==> src/hdl/chbif_pkg.sv <==
package chbif_pkg;

    localparam int SAMPLE_W     = 16;
    localparam int COEF_W       = 16;
    localparam int COEF_FRAC    = 15;
    localparam int TAP_COUNT    = 12;
    localparam int PAIR_COUNT   = TAP_COUNT / 2;
    localparam int CENTRE_DEPTH = 6;
    localparam int OUT_W        = 20;
    localparam int CHAN_COUNT   = 2;

    localparam int PAIR_W    = SAMPLE_W + 1;
    localparam int PROD_W    = PAIR_W + COEF_W;
    localparam int ACC_W     = PROD_W + $clog2(PAIR_COUNT);
    localparam int PAIR_IDX_W = $clog2(PAIR_COUNT);
    localparam int CFG_IDX_W = PAIR_IDX_W;

    // channel slots in the datapath arrays
    localparam int CH_REAL = 0;
    localparam int CH_IMAG = 1;

    typedef struct packed {
        logic signed [SAMPLE_W-1:0] real_sample;
        logic signed [SAMPLE_W-1:0] imag_sample;
        logic signed [SAMPLE_W-1:0] real_centre_sample;
        logic signed [SAMPLE_W-1:0] imag_centre_sample;
    } in_item_t;

    typedef struct packed {
        logic signed [OUT_W-1:0] real_result;
        logic signed [OUT_W-1:0] imag_result;
    } out_item_t;

    typedef struct packed {
        logic                  load;
        logic                  mac_en;
        logic                  acc_en;
        logic [PAIR_IDX_W-1:0] coef_sel;
        logic                  out_load;
    } dp_cmd_t;

endpackage

==> src/hdl/complex_halfband_interpolation_fir_core.sv <==
// An accepted item runs through ST_MAC, ST_FLUSH and ST_HOLD; its result is registered in
// the output register once that is free. The six tap pairs share one multiplier per
// channel, one pair per cycle; no new item is taken until the result has been written.
// An item is taken while an earlier result still waits in the output register.
// Reset (rst_n low, asynchronous) clears the delay lines, coefficients and all control state.
module complex_halfband_interpolation_fir_core (
    input  logic                             clk,
    input  logic                             rst_n,
    input  logic                             in_valid,
    output logic                             in_stall,
    input  chbif_pkg::in_item_t              in_data,
    output logic                             out_valid,
    input  logic                             out_stall,
    output chbif_pkg::out_item_t             out_data,
    input  logic                             cfg_write,
    input  logic [chbif_pkg::CFG_IDX_W-1:0]  cfg_index,
    input  logic [chbif_pkg::COEF_W-1:0]     cfg_data
);
    import chbif_pkg::*;

    dp_cmd_t cmd;

    chbif_ctrl u_ctrl (
        .clk       (clk),
        .rst_n     (rst_n),
        .in_valid  (in_valid),
        .in_stall  (in_stall),
        .out_valid (out_valid),
        .out_stall (out_stall),
        .cmd       (cmd)
    );

    chbif_datapath u_datapath (
        .clk       (clk),
        .rst_n     (rst_n),
        .cmd       (cmd),
        .in_data   (in_data),
        .cfg_write (cfg_write),
        .cfg_index (cfg_index),
        .cfg_data  (cfg_data),
        .out_data  (out_data)
    );

endmodule

==> src/hdl/chbif_ctrl.sv <==
module chbif_ctrl (
    input  logic              clk,
    input  logic              rst_n,
    input  logic              in_valid,
    output logic              in_stall,
    output logic              out_valid,
    input  logic              out_stall,
    output chbif_pkg::dp_cmd_t cmd
);
    import chbif_pkg::*;

    typedef enum logic [3:0] {
        ST_IDLE  = 4'b0001,
        ST_MAC   = 4'b0010,
        ST_FLUSH = 4'b0100,
        ST_HOLD  = 4'b1000
    } state_t;

    state_t                state_reg, state_next;
    logic [PAIR_IDX_W-1:0] cnt_reg, cnt_next;
    logic                  out_valid_reg, out_valid_next;
    logic                  last_pair;

    assign last_pair = (cnt_reg == PAIR_IDX_W'(PAIR_COUNT - 1));

    always_comb
    begin
        cmd.load     = (state_reg == ST_IDLE) && in_valid;
        cmd.mac_en   = (state_reg == ST_MAC);
        // product of step k is registered and added to the accumulator in the next step
        cmd.acc_en   = ((state_reg == ST_MAC) && (cnt_reg != '0)) || (state_reg == ST_FLUSH);
        cmd.coef_sel = cnt_reg;
        cmd.out_load = (state_reg == ST_HOLD) && (!out_valid_reg || !out_stall);
    end

    always_comb
    begin
        state_next = state_reg;
        cnt_next   = cnt_reg;
        case (state_reg)
            ST_IDLE:
            begin
                if (in_valid)
                begin
                    state_next = ST_MAC;
                    cnt_next   = '0;
                end
            end
            ST_MAC:
            begin
                if (last_pair)
                begin
                    state_next = ST_FLUSH;
                end
                else
                begin
                    cnt_next = cnt_reg + 1'b1;
                end
            end
            ST_FLUSH:
            begin
                state_next = ST_HOLD;
            end
            ST_HOLD:
            begin
                if (cmd.out_load)
                begin
                    state_next = ST_IDLE;
                end
            end
            default:
            begin
                state_next = ST_IDLE;
            end
        endcase
    end

    always_comb
    begin
        if (cmd.out_load)
        begin
            out_valid_next = 1'b1;
        end
        else
        begin
            out_valid_next = out_valid_reg && out_stall;
        end
    end

    always_ff @(posedge clk or negedge rst_n)
    begin
        if (!rst_n)
        begin
            state_reg     <= ST_IDLE;
            cnt_reg       <= '0;
            out_valid_reg <= 1'b0;
        end
        else
        begin
            state_reg     <= state_next;
            cnt_reg       <= cnt_next;
            out_valid_reg <= out_valid_next;
        end
    end

    assign in_stall  = (state_reg != ST_IDLE);
    assign out_valid = out_valid_reg;

endmodule

==> src/hdl/chbif_datapath.sv <==
module chbif_datapath (
    input  logic                                 clk,
    input  logic                                 rst_n,
    input  chbif_pkg::dp_cmd_t                   cmd,
    input  chbif_pkg::in_item_t                  in_data,
    input  logic                                 cfg_write,
    input  logic [chbif_pkg::CFG_IDX_W-1:0]      cfg_index,
    input  logic [chbif_pkg::COEF_W-1:0]         cfg_data,
    output chbif_pkg::out_item_t                 out_data
);
    import chbif_pkg::*;

    logic signed [COEF_W-1:0]   coef_reg  [PAIR_COUNT];
    logic signed [SAMPLE_W-1:0] line_reg  [CHAN_COUNT][TAP_COUNT];
    logic signed [SAMPLE_W-1:0] cdl_reg   [CHAN_COUNT][CENTRE_DEPTH];
    logic signed [SAMPLE_W-1:0] delayed_reg [CHAN_COUNT];
    logic signed [PAIR_W-1:0]   pair_reg  [CHAN_COUNT][PAIR_COUNT];
    logic signed [PROD_W-1:0]   prod_reg  [CHAN_COUNT];
    logic signed [ACC_W-1:0]    acc_reg   [CHAN_COUNT];
    out_item_t                  out_reg;

    logic signed [SAMPLE_W-1:0] new_sample [CHAN_COUNT];
    logic signed [SAMPLE_W-1:0] new_centre [CHAN_COUNT];
    logic signed [SAMPLE_W-1:0] win        [CHAN_COUNT][TAP_COUNT];
    logic signed [PAIR_W-1:0]   pair_next  [CHAN_COUNT][PAIR_COUNT];
    logic signed [COEF_W-1:0]   coef_cur;
    logic signed [ACC_W-1:0]    shifted    [CHAN_COUNT];
    logic signed [ACC_W-1:0]    sum        [CHAN_COUNT];

    assign new_sample[CH_REAL] = in_data.real_sample;
    assign new_sample[CH_IMAG] = in_data.imag_sample;
    assign new_centre[CH_REAL] = in_data.real_centre_sample;
    assign new_centre[CH_IMAG] = in_data.imag_centre_sample;

    assign coef_cur = coef_reg[cmd.coef_sel];

    // window of the accepted item: new sample at tap 0, history behind it
    always_comb
    begin
        for (int c = 0; c < CHAN_COUNT; c++)
        begin
            win[c][0] = new_sample[c];
            for (int k = 1; k < TAP_COUNT; k++)
            begin
                win[c][k] = line_reg[c][k-1];
            end
            for (int i = 0; i < PAIR_COUNT; i++)
            begin
                pair_next[c][i] = PAIR_W'(win[c][i]) + PAIR_W'(win[c][TAP_COUNT-1-i]);
            end
        end
    end

    always_ff @(posedge clk or negedge rst_n)
    begin
        if (!rst_n)
        begin
            for (int i = 0; i < PAIR_COUNT; i++)
            begin
                coef_reg[i] <= '0;
            end
        end
        else if (cfg_write && (cfg_index < CFG_IDX_W'(PAIR_COUNT)))
        begin
            coef_reg[cfg_index] <= cfg_data;
        end
    end

    // delay lines hold filter state and are cleared by reset
    always_ff @(posedge clk or negedge rst_n)
    begin
        if (!rst_n)
        begin
            for (int c = 0; c < CHAN_COUNT; c++)
            begin
                for (int k = 0; k < TAP_COUNT; k++)
                begin
                    line_reg[c][k] <= '0;
                end
                for (int k = 0; k < CENTRE_DEPTH; k++)
                begin
                    cdl_reg[c][k] <= '0;
                end
            end
        end
        else if (cmd.load)
        begin
            for (int c = 0; c < CHAN_COUNT; c++)
            begin
                for (int k = 0; k < TAP_COUNT; k++)
                begin
                    line_reg[c][k] <= win[c][k];
                end
                cdl_reg[c][0] <= new_centre[c];
                for (int k = 1; k < CENTRE_DEPTH; k++)
                begin
                    cdl_reg[c][k] <= cdl_reg[c][k-1];
                end
            end
        end
    end

    always_ff @(posedge clk)
    begin
        for (int c = 0; c < CHAN_COUNT; c++)
        begin
            if (cmd.load)
            begin
                delayed_reg[c] <= cdl_reg[c][CENTRE_DEPTH-1];
                for (int i = 0; i < PAIR_COUNT; i++)
                begin
                    pair_reg[c][i] <= pair_next[c][i];
                end
                acc_reg[c] <= '0;
            end
            else
            begin
                if (cmd.mac_en)
                begin
                    // pair sums move down one slot per step, slot 0 feeds the multiplier
                    for (int i = 0; i < PAIR_COUNT - 1; i++)
                    begin
                        pair_reg[c][i] <= pair_reg[c][i+1];
                    end
                    prod_reg[c] <= pair_reg[c][0] * coef_cur;
                end
                if (cmd.acc_en)
                begin
                    acc_reg[c] <= acc_reg[c] + ACC_W'(prod_reg[c]);
                end
            end
        end
    end

    always_comb
    begin
        for (int c = 0; c < CHAN_COUNT; c++)
        begin
            shifted[c] = acc_reg[c] >>> COEF_FRAC;
            sum[c]     = shifted[c] + ACC_W'(delayed_reg[c]);
        end
    end

    always_ff @(posedge clk)
    begin
        if (cmd.out_load)
        begin
            out_reg.real_result <= sum[CH_REAL][OUT_W-1:0];
            out_reg.imag_result <= sum[CH_IMAG][OUT_W-1:0];
        end
    end

    assign out_data = out_reg;

endmodule

==> config.mk <==
export PLATFORM = sky130hd
export DESIGN_NAME = complex_halfband_interpolation_fir_core
export DESIGN_NICKNAME = d
export VERILOG_FILES = /design/src/hdl/chbif_pkg.sv /design/src/hdl/complex_halfband_interpolation_fir_core.sv /design/src/hdl/chbif_ctrl.sv /design/src/hdl/chbif_datapath.sv
export SDC_FILE = /design/constraint.sdc
export NUM_CORES = 2
export LEC_CHECK = 0
export BUFFER_PORTS_ARGS = -buffer_cell sky130_fd_sc_hd__buf_2
export CORE_UTILIZATION = 45
export DETAILED_ROUTE_END_ITERATION = 6
export SLEW_MARGIN = 15
export SYNTH_ARGS = -nofsm -noshare
export SYNTH_HDL_FRONTEND = slang
export SYNTH_HIERARCHICAL = 1
export SYNTH_SLANG_ARGS = --single-unit
==> constraint.sdc <==
create_clock -name clk -period 10.5 [get_ports clk]
set_input_delay 1.575 -clock clk [delete_from_list [all_inputs] [get_ports clk]]
set_output_delay 1.575 -clock clk [all_outputs]
set_load 0.01 [all_outputs]
==> flow_summary.toml <==
[status]
status = "completed"

[floorplanning]
ioPinCount = 130
die_w_um = 404
rows = 147
core_area_um2 = 161000
fp.dieH_um = 404
start_util = 0.453
dieArea_um2 = 163000

[synth]
ys_async_sr_fraction = 0.611
synth_ff_type = "dfrtp_1"
synthTopCellsByCount = "778 x inv_1, 647 x dfrtp_1, 621 x mux2_2, 568 x fa_1, 469 x ha_1"
synth_fp_nets = 7580
synthTopCellsByArea = "dfrtp_1 22%, edfxtp_1 17%, fa_1 16%, mux2_2 9.6%, ha_1 8.1%"
synth_edf_count = 412
synth_cell_types = 84
synth-seq-area-share = 0.393
syn_area_um2 = 72800
avgSynthCellArea_um2 = 11.3
yosysMostFrequentCell = "inv_1"
synth-seq-cells = 1060
yosysTopAreaCellShare = 0.223
yosysTopAreaCell = "dfrtp_1"
yosys_warnings = 6
netlist_instances = 6455

[hold_path]
hp-start = "u_datapath/cdl_reg[13]"
hold_class = "reg -> reg"
holdPathStages = 0
hold_path_end = "u_datapath/delayed_reg[0][29]"

[route]
drtAntennaViolNets = 0
first_iter_violations = 2446
first_pass_iters = 5
vias_per_cell = 5.32
wl_per_cell_um = 18.6
finalWirelength_um = 164000
drc_errors = 0
dr_total_vias = 46842

[timing]
period_needed_ns = 8.32
worst_pin_slew_ns = 1.19
slew_violations = 0
setup_viol = 0
fmax_ghz = 0.120
grt_setup_unrepaired = "false"
period_share = 0.792
fin_worst_skew_ns = 0.0639
setup_tns_ns = 0
hold_viol_final = 0
slew_headroom = 0.206

[layout]
syn_to_final_growth_pct = 9.85
fillCellCount = 14256
largest_register_ffs = 352
post-route-util = 0.498
nets = 7663
drive_gt1_frac = 0.162

[clock_tree]
cts_setup_buffers = 0
clock-sinks = 1060
hold_buffers = 0
clockRootBuffer = "clkbuf_16"
clk_pin_slew_ns = 0.06
htree_levels = 3
cts_buffers = 116
cts_tree = "built"
worstSkewPairLatency_ns = 0.75
cts_max_path_buffers = 3
cts_resized = 0

[global_routing]
grt_pass1_vias = 48977
grt_max_degree = 175
overflow = 0
globalRouteTotalUtil = 0.204
grt_pass1_wl_um = 264000
antenna_found_initial = 15

[placement]
dp.final_hpwl_um = 119000
portBuffers = 129
place.gp.congestion = 0.847

[setup_path]
critPathMostFrequentCell = "fa_1"
end_kind = "flip-flop"
reg2reg_depth = 23
rr_startpoint = "u_ctrl/cnt_reg[1]"
path_buf_inv = 5
critPathMaxFanout = 19
criticalPathCategory = "reg -> reg"
path_cells = "nand2b_1 > buf_4 > o21ai_2 > buf_4 > nand2_1 > fa_1 > fa_1 > fa_1 > inv_1 > fa_1 > fa_1 > inv_1 > fa_1 > inv_1 > ha_1 > a22o_1 > nor4_1 > a21oi_1 > o221ai_1 > a21oi_1 > a21o_1 > a211oi_1 > nor3_1"
critPathArrivalTime_ns = 8.79
worst_ep_required_time_ns = 10.98
worst_setup_path_start_kind = "flip-flop"
crit_family = "adder cells"
cp_slowest_cell = "dfrtp_1"
slowest_delay_ns = 0.71
r2r_end = "u_datapath/prod_reg[0][61]"
rrSetupSlack_ns = 2.18

[flow_run]
drv_cap = 0
kinds of logic (layout without fill, tap and decap cells):
| kind of cell | Yosys count | in the layout | synth area share |
|---|---|---|---|
| adders and majority gates | 1037 | 1037 | 0.237 |
| xor gates and xnor gates | 291 | 291 | 0.0350 |
| DFF | 1060 | 1060 | 0.393 |
| other | 0 | 3 | 0 |
| muxes | 656 | 656 | 0.104 |
| AOI/OAI and AO/OA | 930 | 930 | 0.0817 |
| and+or+nand+nor | 1488 | 1488 | 0.0984 |
| buffers and inverters | 993 | 1179 | 0.0513 |
final cells by class:
cell class | count | area, um2 | area share
clock buffers | 167 | 3320 | 0.0415
repair buffers | 178 | 1070 | 0.0134
diodes | 3 | 7.51 | 0.0000939
multi-input cells | 4402 | 40600 | 0.508
inverters | 780 | 2930 | 0.0367
flip-flops and latches | 1060 | 28600 | 0.358
clock inverters | 54 | 694 | 0.00869
well taps | 2160 | 2700 | 0.0338
how the worst max path moves through the flow:
stage                      startpoint                           to  slack [ns]  depth (start not counted)
finish              u_ctrl/cnt_reg[1]   u_datapath/prod_reg[0][61]        2.18                         23
global route        u_ctrl/cnt_reg[1]   u_datapath/prod_reg[0][64]        1.68                         24
CTS                 u_ctrl/cnt_reg[1]   u_datapath/prod_reg[0][61]        2.11                         22
detailed placement  u_ctrl/cnt_reg[1]   u_datapath/prod_reg[0][61]        2.13                         22
global placement    u_ctrl/cnt_reg[0]   u_datapath/prod_reg[0][64]        2.25                         25
floorplan                    in_valid  u_datapath/pair_reg[0][100]        2.33                          6
placed cells by master, fill, tap and decap left out, drive strengths merged, types with 21 or more instances in the layout:
cell type  count
clkinv        41
o211ai        31
o21bai        28
fa           568
a21o          78
nor3         112
and3          32
nand3         77
nor3b         21
xnor2        168
o31ai         24
mux2         621
xor2         123
and2         154
o21ai        184
o21a          61
dfrtp        647
nand2        454
clkbuf       167
nor2         355
nand2b        41
a211oi        36
or2           23
inv          782
edfxtp       412
nor2b        155
buf          178
or3           22
a21oi        335
ha           469
per-layer routing:
layer  vias to the layer above  part of all wire  track usage  routed length, um
met5                         -           0.00026            0                 43
met4                         6             0.031       0.0651               5090
met3                       279             0.041       0.0304               6710
met2                       814              0.50        0.351              81600
met1                     23726              0.43        0.263              70200
li1                      22017                 -            -                  -
worst register-to-register path: stages, from the launching register on:
cell      delay [ns]
dfrtp_1         0.71
nand2b_1        0.53
buf_4           0.32
o21ai_2         0.64
buf_4           0.35
nand2_1         0.10
fa_1            0.53
fa_1            0.51
fa_1            0.51
inv_1           0.05
fa_1            0.49
fa_1            0.49
inv_1           0.05
fa_1            0.47
inv_1           0.05
ha_1            0.35
a22o_1          0.26
nor4_1          0.35
a21oi_1         0.21
o221ai_1        0.36
a21oi_1         0.21
a21o_1          0.22
a211oi_1        0.22
nor3_1          0.06
metrics by stage:
| stage | setup WS (ns) | hold WS [ns] | instances | instance area [um2] |
|---|---|---|---|---|
| 2_1_floorplan | 2.33 | 0.421 | 6455 | 72800 |
| 5_1_grt | 1.68 | 0.443 | 8803 | 79900 |
| 4_1_cts | 2.11 | 0.426 | 8801 | 79900 |
| 6_report | 2.18 | 0.434 | 8804 | 79900 |
| 3_5_place_dp | 2.13 | 0.431 | 8580 | 75900 |
| 3_3_place_gp | 2.25 | 0.428 | 8580 | 75900 |
Power is not shown: default switching activity piles up to over one toggle a cycle in this logic, so the estimate is an artifact.
